$ cat src/rtl/core/ymr_pkg.sv
// ----------------------------------------------------------------------------
// YMODEM receiver package
// Shared codes, byte values and frame phases of the YMODEM packet receiver.
// ----------------------------------------------------------------------------
`timescale 1ns / 1ps

package ymr_pkg;

  localparam logic [7:0] BYTE_SOH = 8'h01;
  localparam logic [7:0] BYTE_STX = 8'h02;
  localparam logic [7:0] BYTE_EOT = 8'h04;
  localparam logic [7:0] BYTE_CAN = 8'h18;

  localparam int unsigned CountWidth = 11;
  localparam logic [CountWidth-1:0] SHORT_LEN = 11'd128;
  localparam logic [CountWidth-1:0] LONG_LEN  = 11'd1024;

  localparam logic [15:0] CRC_POLY = 16'h1021;
  localparam logic [7:0]  BLOCK_PREV_RESET = 8'hFF;

  localparam logic OP_BYTE    = 1'b0;
  localparam logic OP_TIMEOUT = 1'b1;

  localparam logic KIND_PAYLOAD = 1'b0;
  localparam logic KIND_VERDICT = 1'b1;

  localparam logic [2:0] V_HEADER = 3'd0;
  localparam logic [2:0] V_DATA   = 3'd1;
  localparam logic [2:0] V_DUP    = 3'd2;
  localparam logic [2:0] V_FAIL   = 3'd3;
  localparam logic [2:0] V_EOT    = 3'd4;
  localparam logic [2:0] V_CAN    = 3'd5;
  localparam logic [2:0] V_SENDC  = 3'd6;
  localparam logic [2:0] V_ABORT  = 3'd7;

  typedef enum logic [2:0] {
    PH_START,
    PH_BLOCK,
    PH_COMPL,
    PH_DATA,
    PH_CRCH,
    PH_CRCL
  } phase_e;

endpackage

$ cat src/rtl/core/ymr_in_if.sv
// ----------------------------------------------------------------------------
// YMODEM receiver input channel
// Valid/ready channel that carries one received byte or one timeout.
// ----------------------------------------------------------------------------
`timescale 1ns / 1ps

interface ymr_in_if;
  logic       valid;
  logic       ready;
  logic       opcode;
  logic [7:0] rx_byte;

  modport source (output valid, output opcode, output rx_byte, input ready);
  modport sink   (input valid, input opcode, input rx_byte, output ready);
endinterface

$ cat src/rtl/core/ymr_out_if.sv
// ----------------------------------------------------------------------------
// YMODEM receiver result channel
// Valid/ready channel that carries one payload byte or one verdict.
// ----------------------------------------------------------------------------
`timescale 1ns / 1ps

interface ymr_out_if;
  logic       valid;
  logic       ready;
  logic       out_kind;
  logic [7:0] payload_byte;
  logic [2:0] verdict;
  logic [7:0] block_number;
  logic       long_block;

  modport source (
    output valid, output out_kind, output payload_byte, output verdict,
    output block_number, output long_block, input ready
  );
  modport sink (
    input valid, input out_kind, input payload_byte, input verdict,
    input block_number, input long_block, output ready
  );
endinterface

$ cat src/rtl/core/ymodem_packet_receiver.sv
// ----------------------------------------------------------------------------
// YMODEM packet receiver
// A result is registered and shown in the cycle after the transfer that causes it.
// Throughput: one item per cycle unless a result waits untaken; a byte's CRC
// is updated in the same cycle; the result register frees while it is taken.
// Reset clears the frame phase, counters and flags; the last block starts
// at 255 and the receiver waits for a start byte before the handshake.
// ----------------------------------------------------------------------------
`timescale 1ns / 1ps

module ymodem_packet_receiver (
  input  logic     clk_i,
  input  logic     rst_ni,
  ymr_in_if.sink   rx_i,
  ymr_out_if.source res_o
);
  import ymr_pkg::*;

  function automatic logic [15:0] crc_step(input logic [15:0] crc, input logic [7:0] b);
    logic [15:0] c;
    c = crc ^ {b, 8'h00};
    for (int i = 0; i < 8; i++) begin
      if (c[15]) begin
        c = {c[14:0], 1'b0} ^ CRC_POLY;
      end else begin
        c = {c[14:0], 1'b0};
      end
    end
    return c;
  endfunction

  phase_e                phase_q, phase_d;
  logic [CountWidth-1:0] count_q, count_d;
  logic [15:0]           crc_q, crc_d;
  logic [7:0]            crc_hi_q, crc_hi_d;
  logic [7:0]            block_q, block_d;
  logic [7:0]            compl_q, compl_d;
  logic [7:0]            prev_q, prev_d;
  logic                  long_q, long_d;
  logic                  started_q, started_d;
  logic                  ended_q, ended_d;

  logic                  valid_q, valid_d;
  logic                  kind_q, kind_d;
  logic [7:0]            data_q, data_d;
  logic [2:0]            verdict_q, verdict_d;
  logic [7:0]            blk_out_q, blk_out_d;
  logic                  long_out_q, long_out_d;

  logic                  accept;
  logic                  emit;
  logic [CountWidth-1:0] count_inc;
  logic [CountWidth-1:0] len;

  assign rx_i.ready = !valid_q || res_o.ready;
  assign accept     = rx_i.valid && rx_i.ready;
  assign count_inc  = count_q + 1'b1;
  assign len        = long_q ? LONG_LEN : SHORT_LEN;

  always_comb begin
    phase_d    = phase_q;
    count_d    = count_q;
    crc_d      = crc_q;
    crc_hi_d   = crc_hi_q;
    block_d    = block_q;
    compl_d    = compl_q;
    prev_d     = prev_q;
    long_d     = long_q;
    started_d  = started_q;
    ended_d    = ended_q;
    emit       = 1'b0;
    kind_d     = KIND_VERDICT;
    data_d     = 8'h00;
    verdict_d  = V_FAIL;
    blk_out_d  = block_q;
    long_out_d = long_q;

    if (accept && !ended_q) begin
      if (rx_i.opcode == OP_TIMEOUT) begin
        emit = 1'b1;
        if (phase_q == PH_START) begin
          verdict_d  = started_q ? V_FAIL : V_SENDC;
          blk_out_d  = 8'h00;
          long_out_d = 1'b0;
        end else begin
          phase_d = PH_START;
        end
      end else begin
        unique case (phase_q)
          PH_START: begin
            blk_out_d  = 8'h00;
            long_out_d = 1'b0;
            if (rx_i.rx_byte == BYTE_SOH || rx_i.rx_byte == BYTE_STX) begin
              long_d   = (rx_i.rx_byte == BYTE_STX);
              count_d  = '0;
              crc_d    = 16'h0000;
              crc_hi_d = 8'h00;
              block_d  = 8'h00;
              compl_d  = 8'h00;
              phase_d  = PH_BLOCK;
            end else if (rx_i.rx_byte == BYTE_EOT) begin
              emit      = 1'b1;
              verdict_d = V_EOT;
            end else if (rx_i.rx_byte == BYTE_CAN) begin
              emit      = 1'b1;
              verdict_d = V_CAN;
            end else begin
              emit      = 1'b1;
              verdict_d = V_FAIL;
            end
          end
          PH_BLOCK: begin
            block_d = rx_i.rx_byte;
            phase_d = PH_COMPL;
          end
          PH_COMPL: begin
            compl_d = rx_i.rx_byte;
            phase_d = PH_DATA;
          end
          PH_DATA: begin
            crc_d     = crc_step(crc_q, rx_i.rx_byte);
            count_d   = count_inc;
            if (count_inc >= len) begin
              phase_d = PH_CRCH;
            end
            emit      = 1'b1;
            kind_d    = KIND_PAYLOAD;
            data_d    = rx_i.rx_byte;
            verdict_d = V_HEADER;
          end
          PH_CRCH: begin
            crc_hi_d = rx_i.rx_byte;
            phase_d  = PH_CRCL;
          end
          PH_CRCL: begin
            phase_d = PH_START;
            emit    = 1'b1;
            if (crc_q != {crc_hi_q, rx_i.rx_byte}) begin
              verdict_d = V_FAIL;
            end else if ((block_q ^ 8'hFF) != compl_q) begin
              verdict_d = V_FAIL;
            end else if (block_q == prev_q) begin
              verdict_d = V_DUP;
            end else if (block_q != prev_q + 8'd1) begin
              verdict_d = V_FAIL;
            end else begin
              prev_d = block_q;
              if (started_q) begin
                verdict_d = V_DATA;
              end else if (block_q == 8'h00 && !long_q) begin
                started_d = 1'b1;
                verdict_d = V_HEADER;
              end else begin
                ended_d   = 1'b1;
                verdict_d = V_ABORT;
              end
            end
          end
          default: begin
            phase_d = PH_START;
          end
        endcase
      end
    end

    if (accept) begin
      valid_d = emit;
    end else begin
      valid_d = valid_q && !res_o.ready;
    end
  end

  always_ff @(posedge clk_i or negedge rst_ni) begin
    if (!rst_ni) begin
      phase_q   <= PH_START;
      count_q   <= '0;
      crc_q     <= 16'h0000;
      crc_hi_q  <= 8'h00;
      block_q   <= 8'h00;
      compl_q   <= 8'h00;
      prev_q    <= BLOCK_PREV_RESET;
      long_q    <= 1'b0;
      started_q <= 1'b0;
      ended_q   <= 1'b0;
      valid_q   <= 1'b0;
    end else begin
      phase_q   <= phase_d;
      count_q   <= count_d;
      crc_q     <= crc_d;
      crc_hi_q  <= crc_hi_d;
      block_q   <= block_d;
      compl_q   <= compl_d;
      prev_q    <= prev_d;
      long_q    <= long_d;
      started_q <= started_d;
      ended_q   <= ended_d;
      valid_q   <= valid_d;
    end
  end

  always_ff @(posedge clk_i) begin
    if (accept && emit) begin
      kind_q     <= kind_d;
      data_q     <= data_d;
      verdict_q  <= verdict_d;
      blk_out_q  <= blk_out_d;
      long_out_q <= long_out_d;
    end
  end

  assign res_o.valid        = valid_q;
  assign res_o.out_kind     = kind_q;
  assign res_o.payload_byte = data_q;
  assign res_o.verdict      = verdict_q;
  assign res_o.block_number = blk_out_q;
  assign res_o.long_block   = long_out_q;

endmodule

$ cat src/flat_wrapper.sv
// flat-port wrapper written by rule: the top's interface ports become plain ports
module ymodem_packet_receiver_flat import ymr_pkg::*;
  (clk_i, rst_ni, rx_i_valid, rx_i_opcode, rx_i_rx_byte, rx_i_ready, res_o_valid, res_o_out_kind, res_o_payload_byte, res_o_verdict, res_o_block_number, res_o_long_block, res_o_ready);
  ymr_in_if rx_i_i ();
  ymr_out_if res_o_i ();
  input  logic clk_i;
  input  logic rst_ni;
  input wire logic [$bits(rx_i_i.valid)-1:0] rx_i_valid;
  input wire logic [$bits(rx_i_i.opcode)-1:0] rx_i_opcode;
  input wire logic [$bits(rx_i_i.rx_byte)-1:0] rx_i_rx_byte;
  output wire logic [$bits(rx_i_i.ready)-1:0] rx_i_ready;
  output wire logic [$bits(res_o_i.valid)-1:0] res_o_valid;
  output wire logic [$bits(res_o_i.out_kind)-1:0] res_o_out_kind;
  output wire logic [$bits(res_o_i.payload_byte)-1:0] res_o_payload_byte;
  output wire logic [$bits(res_o_i.verdict)-1:0] res_o_verdict;
  output wire logic [$bits(res_o_i.block_number)-1:0] res_o_block_number;
  output wire logic [$bits(res_o_i.long_block)-1:0] res_o_long_block;
  input wire logic [$bits(res_o_i.ready)-1:0] res_o_ready;
  assign rx_i_i.valid = rx_i_valid;
  assign rx_i_i.opcode = rx_i_opcode;
  assign rx_i_i.rx_byte = rx_i_rx_byte;
  assign rx_i_ready = rx_i_i.ready;
  assign res_o_valid = res_o_i.valid;
  assign res_o_out_kind = res_o_i.out_kind;
  assign res_o_payload_byte = res_o_i.payload_byte;
  assign res_o_verdict = res_o_i.verdict;
  assign res_o_block_number = res_o_i.block_number;
  assign res_o_long_block = res_o_i.long_block;
  assign res_o_i.ready = res_o_ready;
  ymodem_packet_receiver u_core (.clk_i(clk_i), .rst_ni(rst_ni), .rx_i(rx_i_i), .res_o(res_o_i));
endmodule
$ cat config.mk
export PLATFORM = sky130hd
export DESIGN_NAME = ymodem_packet_receiver_flat
export DESIGN_NICKNAME = d
export VERILOG_FILES = /design/src/rtl/core/ymr_pkg.sv /design/src/rtl/core/ymr_in_if.sv /design/src/rtl/core/ymr_out_if.sv /design/src/rtl/core/ymodem_packet_receiver.sv /design/src/flat_wrapper.sv
export SDC_FILE = /design/constraint.sdc
export NUM_CORES = 1
export LEC_CHECK = 0
export BUFFER_PORTS_ARGS = -buffer_cell sky130_fd_sc_hd__buf_4
export CAP_MARGIN = 20
export CELL_PAD_IN_SITES_DETAIL_PLACEMENT = 1
export CELL_PAD_IN_SITES_GLOBAL_PLACEMENT = 2
export CORE_MARGIN = 2
export CORE_UTILIZATION = 27
export CTS_CLUSTER_SIZE = 14
export DETAILED_ROUTE_END_ITERATION = 16
export PLACE_DENSITY = 0.56
export SYNTH_ARGS = -nofsm -noshare
export SYNTH_HDL_FRONTEND = slang
export SYNTH_SLANG_ARGS = --single-unit
$ cat constraint.sdc
create_clock -name clk_i -period 2.9 [get_ports clk_i]
set_input_delay 0.435 -clock clk_i [delete_from_list [all_inputs] [get_ports clk_i]]
set_output_delay 0.435 -clock clk_i [all_outputs]
set_load 0.005 [all_outputs]
---- After elaboration in Yosys (flattened, before gate mapping) ----
Cells that the tools add are included.
operators by class
  order comparisons ....................... 1
  $add $sub $neg .......................... 2
  reductions and logical operators ........ 28
  bitwise gates (word level) .............. 19
  eq/ne operators ......................... 16
  mux-type cells .......................... 68
operator list
  cell                   count
  $mux 16                22
  $mux 13                8
  $mux 3                 16
  $pmux 8 s2             3
  $pmux 16 s2            1
  $mux 8                 3
  $not 3->3              8
  $reduce_and 4->1       6
  $mux 11                2
  $pmux 11 s2            1
  $ne 16x16->1           1
  $ne 8x8->1             2
  $xor 16x16->16         1
  $pmux 3 s5             1
  $add 11x1->11 const B  1
  $ge 11x11->1           1
  $mux 1                 9
  $not 1->1              9
  $pmux 3 s3             1
  $reduce_and 9->1       1
  $add 8x1->8 const B    1
  $eq 8x1->1 const B     1
  $eq 8x2->1 const B     1
  $eq 8x3->1 const B     1
  18 further kinds       33
storage, ports and cells
  logic and storage cells ................. 150
  bits of input ports ..................... 13
  bits in registers ....................... 87
  output and inout port bits .............. 23

---- Longest topological paths before layout ----
  depth in word-level cells ............... 39
  mapped depth ............................ 10
  mapped depth without buffers ............ 10

---- Least setup slack after synthesis ----
OpenSTA, ideal clock, no wires.
  path type ............................... input port to flip-flop
  start point ............................. input port rx_i_rx_byte[5]
  end point ............................... register u_core.block_q[5]
  arrival time ............................ 2.542 ns
  setup slack ............................. 0.240 ns
  stages .................................. 9
  data required time ...................... 2.782 ns
  library setup time ...................... 0.118 ns
  cell sequence ........................... buf_2 or3_1 or4b_4 a211o_1 or3_1 buf_2 buf_6 nand2_1 o21ai_2
on the way
  longest elaborated chain between the ends .. 4
  elaborated cells between the ends (all ways) .. 6
  those cells by class .................... 3 x eq/ne; 1 x mux; 2 x reduce/logical
RTL lines
  item                                      RTL line                       RTL
  from (decl)                               flat_wrapper.sv:10             input wire logic [$bits(rx_i_i.rx_byte)-1:0] rx_i_rx_byte;
  $eq 8x1->1 or $eq 8x2->1 (tied branches)  ymodem_packet_receiver.sv:93   if (rx_i.rx_byte == BYTE_SOH || rx_i.rx_byte == BYTE_STX) begin
  $logic_or 1x1->1                          ymodem_packet_receiver.sv:93
  $ne 2x2->1 (no source line)               -
  $reduce_and 4->1 (no source line)         -
  to (signal assigned)                      ymodem_packet_receiver.sv:191  block_q <= block_d;
  to (decl)                                 ymodem_packet_receiver.sv:36   logic [7:0] block_q, block_d;
Parallel ways exist; a longest one is shown, timed or not.
A chain may end at the register's enable or synchronous reset.

---- Final worst setup path ----
  start point ............................. register u_core.prev_q[1]
  end point ............................... register u_core.verdict_q[2], in the netlist u_core.res_o.verdict[2], data pin
on the way
  longest elaborated chain between the ends .. 8
  elaborated cells between the ends (all ways) .. 9
  those cells by class .................... 1 x add/sub; 2 x eq/ne; 6 x mux
RTL lines
  item                    RTL line                       RTL
  from (decl)             ymodem_packet_receiver.sv:38   logic [7:0] prev_q, prev_d;
  from (signal assigned)  ymodem_packet_receiver.sv:193  prev_q <= prev_d;
  $add 8x1->8             ymodem_packet_receiver.sv:144  end else if (block_q != prev_q + 8'd1) begin
  $ne 8x8->1              ymodem_packet_receiver.sv:144
  $mux 3                  ymodem_packet_receiver.sv:144
  $mux 3 *                ymodem_packet_receiver.sv:142  end else if (block_q == prev_q) begin
  $mux 3 *                ymodem_packet_receiver.sv:140  end else if ((block_q ^ 8'hFF) != compl_q) begin
  $mux 3 *                ymodem_packet_receiver.sv:138  if (crc_q != {crc_hi_q, rx_i.rx_byte}) begin
  $pmux 3 s3 *            ymodem_packet_receiver.sv:89   unique case (phase_q)
  $mux 3 *                ymodem_packet_receiver.sv:79   if (rx_i.opcode == OP_TIMEOUT) begin
  to (signal assigned)    ymodem_packet_receiver.sv:205  verdict_q <= verdict_d;
  to (decl)               ymodem_packet_receiver.sv:46   logic [2:0] verdict_q, verdict_d;
Every way passes the cells marked *; elsewhere a longest branch is shown, timed or not.

==> results.txt <==
----------------------------------------------------
[Setup path]
  CP endpoint kind ... flip-flop
  Crit path max fanout ... 5
  End of the worst register-to-register path ... u_core.res_o.verdict[2]
  Setup slack, reg-to-reg ... 320 ps
  Category of the critical setup timing path ... reg2reg
  R2r worst-path depth ... 6
  Type of origin of the critical path ... flip-flop
  Cell with the largest stage delay on the worst path ... dfstp_2
  Cell family with the largest share of critical-path delay ... simple AND/OR/NAND/NOR gates
  CP max stage delay ... 580 ps
  Buffers & Inverters on Critical Path ... 0
  Start of the worst register-to-register path ... u_core.prev_q[1]
  Series of cell instances along the critical path ... nand3_1, or3_1, a32o_1, a211o_1, or4_1, a21oi_1
  Endpoint required time on the critical path ... 3090 ps
  CP Data Arrival Time ... 2770 ps

[Routing]
  DRT Pass-1 Iters ... 4
  Number of vias per cell after detailed routing ... 4.85
  Initial detailed-routing violation count ... 120
  Number of DRC violations after detailed routing ... 0
  Remaining number of nets flagged by the antenna check after routing ... 0
  Total number of vias ... 3595
  Wirelength per Cell ... 18.3 um
  Routed wire length ... 13.6 mm

[Pwr]
  Combinational group share of total power ... 0.360
  Net switching share of the total power ... 0.377
  Clock network fraction of total power ... 0.229
  Cell Int Power ... 3070 uW
  Static Leak ... 0.00228 uW
  Total power ... 4930 uW
  Psw ... 1860 uW
  Max VDD drop ... 0.000293 V
  Sequential power share ... 0.411
  Power density over the cells ... 885 nW/um2

[Floorplanning]
  Width of the die ... 136 um
  Starting density of the core ... 0.273
  Die outline area ... 18500 um2
  Core Rows ... 48
  Number of primary I/O pins ... 36
  Core ar. ... 17200 um2
  Die Ht ... 136 um

[Global routing]
  Pin count of the biggest net entering global routing ... 67
  Number of antenna violations at the first check in global routing ... 0
  Total routing usage reported by global routing ... 0.160
  Via count of the first global-routing pass ... 3900
  Total gr overflow ... 0
  Global-route wire length before repair ... 22.2 mm

[Final layout]
  Fraction of final layout cells sized beyond drive strength 1 ... 0.188
  Growth of design area from synthesis to finish ... 18.5%
  Utilization of the core after routing ... 0.324
  Antenna diode count ... 0
  Fill cell instance count of the final layout ... 1985
  Post-route cell area ... 5570 um2
  Final-stage net count ... 529

[Synthesis]
  Leading area contributor after synthesis ... dfrtp_1
  FFs w/ async S/R, synth ... 0.759
  Share of the synthesized area in the top cell type ... 0.309
  Xor/xnor share of the synthesized area ... 0.116
  Biggest area contributors in the synthesized netlist ... dfrtp_1 (31%), edfxtp_1 (13%), xnor2_1 (6.5%), o21ai_0 (5.1%), xor2_1 (5.0%)
  Mapped Avg Cell Area ... 9.87 um2
  Mapped cell area ... 4700 um2
  Post-synthesis sequential element count ... 87
  Post-synthesis cell count ... 476
  Sequential-to-total area share from yosys stat ... 0.488
  Synthesized-area fraction occupied by adder cells ... 0.0107
  Compound-cell area share of the yosys netlist ... 0.139
  Top flip-flop cell by instance count after synthesis ... dfrtp_1
  EDFF count, synth ... 21
  Area fraction in and, or, nand and nor cells after synthesis ... 0.181
  Post-synthesis mux area share ... 0.0237
  Synthesis warning total ... 0
  Number of library cell types mapped by synthesis ... 58
  Largest family of logic cells by synthesized area ... simple AND/OR/NAND/NOR gates
  Synthesized netlist net count ... 493

[Clock network]
  Setup fix buffers added after clock tree synthesis ... 0
  Clock tree from TritonCTS ... done
  Number of CTS-inserted buffers ... 9
  Number of clock sinks ... 87
  Root buffer cell ... clkbuf_16
  Maximum root-to-sink buffer count ... 2
  H-tree levels ... 3
  Clock network latency to the later pin of the worst-skew pair ... 350 ps
  Clock transition at the register clock pins on the worst setup and hold paths after CTS ... 60 ps

[Timing]
  RSZ-0062 raised after global routing ... false
  Worst slew margin relative to its limit ... 0.393
  Final hold vios ... 0
  Max Fclk ... 0.388 GHz
  Final Skew ... 13.0 ps
  Fraction of the cycle the final worst path needs ... 0.888
  Worst Max-Slew Pin Slew ... 911 ps
  Total count of max-transition violations in the final report ... 0
  Sum Neg Setup Slack ... 0 ps
  Number of setup violations in the final report ... 0
  Final Critical Period ... 2580 ps

[Status]
  Result of the run ... complete, no violations

[Place]
  Post-detailed-placement cell area ... 5280 um2
  DP HPWL ... 9.76 mm
  Number of port buffers ... 35
  Placer's final routability congestion estimate ... 0.772

[Run]
  Max-cap violations ... 0

[Hold path]
  Worst hold path type ... in2async

----------------------------------------------------
worst max path at each step:
stage | start | end | slack, ps | depth (start not counted)
3_3_place_gp | rx_i_rx_byte[6] | u_core.block_q[5] | 60 | 7
3_5_place_dp | rx_i_rx_byte[6] | u_core.block_q[5] | 4 | 7
6_report | u_core.prev_q[1] | u_core.res_o.verdict[2] | 320 | 6
2_1_floorplan | rx_i_rx_byte[5] | u_core.block_q[5] | 240 | 9
4_1_cts | u_core.count_q[0] | u_core.phase_q[0] | 180 | 10
5_1_grt | u_core.count_q[0] | u_core.phase_q[0] | 8 | 10
kinds of logic after synthesis:
logic type / Yosys count
and+or+nand+nor: 159
AOI/OAI and AO/OA: 104
DFF: 87
xor gates and xnor gates: 62
buffers and inverters: 50
muxes: 10
adders and majority gates: 4
through the flow:
| stage | setup slack (ps) | hold WS [ps] | std cells |
|---|---|---|---|
| 5_1_grt | 8.23 | 301 | 742 |
| 2_1_floorplan | 240 | 139 | 476 |
| 3_5_place_dp | 4.49 | 488 | 726 |
| 3_3_place_gp | 55.3 | 503 | 726 |
| 4_1_cts | 182 | 262 | 742 |
| 6_report | 325 | 228 | 742 |
final cells by class:
class / instances / area, um2 / share of cell area
multi-input cells: 339 / 2220 / 0.398
repair buffers: 56 / 420 / 0.0755
inverters: 19 / 71.3 / 0.0128
clock inverters: 5 / 41.3 / 0.00742
well taps: 225 / 282 / 0.0506
flip-flops and latches: 87 / 2290 / 0.412
clock buffers: 11 / 243 / 0.0436
layer usage:
| layer | track usage | vias up | share of wire |
|---|---|---|---|
| met5 | 0 | - | 0 |
| met2 | 0.255 | 46 | 0.47 |
| met4 | 0.0637 | 0 | 0.020 |
| met3 | 0.0239 | 18 | 0.021 |
| li1 | - | 1751 | - |
| met1 | 0.218 | 1780 | 0.49 |
cells in the final DEF (no fill, tap or decap), types with 3 or more instances in the layout:
| cell type | count |
|---|---|
| nand2b_1 | 3 |
| nand3b_1 | 3 |
| o21ai_1 | 6 |
| ha_1 | 4 |
| and3_1 | 6 |
| a21oi_1 | 10 |
| clkbuf_16 | 9 |
| nand4_1 | 6 |
| nor2b_1 | 5 |
| inv_1 | 19 |
| nor3_2 | 4 |
| dfstp_2 | 8 |
| nand3_1 | 23 |
| o31ai_1 | 3 |
| nor2_1 | 14 |
| nor4_1 | 10 |
| o21bai_1 | 4 |
| mux2_2 | 9 |
| and2_1 | 18 |
| or3_1 | 4 |
| edfxtp_1 | 21 |
| xnor2_1 | 35 |
| buf_4 | 56 |
| o21ai_0 | 48 |
| a22o_1 | 9 |
| dfrtp_1 | 58 |
| o41ai_1 | 3 |
| nor3_1 | 8 |
| xor2_1 | 27 |
| nand2_1 | 44 |
synth_stat cells, drive strengths merged, types with 3 or more instances:
library cell,instances
nand2,44
dfstp,8
clkbuf,23
o21ai,56
nor2,15
edfxtp,21
nand3b,3
nand2b,3
and2,18
or3,4
inv,19
o41ai,3
nand4,6
nor3,12
a21oi,10
xor2,27
o21bai,4
nor2b,5
o31ai,3
dfrtp,58
nor4,10
nand3,23
mux2,9
a22o,9
xnor2,35
buf,8
ha,4
and3,6
flip-flops by register name, summed over array words and instances, names as in the netlist:
signal	flops
u_core.crc_q	16
u_core.count_q	11
u_core.block_q	8
u_core.compl_q	8
u_core.crc_hi_q	8
u_core.prev_q	8
u_core.res_o.block_number	8
u_core.res_o.payload_byte	8
u_core.phase_q	3
u_core.res_o.verdict	3
u_core.ended_q	1
u_core.long_q	1
u_core.res_o.long_block	1
u_core.res_o.out_kind	1
u_core.res_o.valid	1
u_core.started_q	1
power groups by stage:
| stage | sequential (uW) | combinational [uW] | clock, uW |
|---|---|---|---|
| after detailed placement | 2050 | 1800 | 0 |
| after global placement | 2040 | 1780 | 0 |
| final | 2020 | 1770 | 1130 |
| after floorplan | 1910 | 1260 | 0 |
| after global routing | 2080 | 2010 | 1230 |
| after CTS | 2030 | 1820 | 1170 |
repair_timing:
item | in CTS | in global routing
endpoints found under the setup margin | 0 | 1
gates resized for setup | 0 | 1
hold buffers | 0 | 0
No activity file was read; power rests on OpenSTA's default activity.
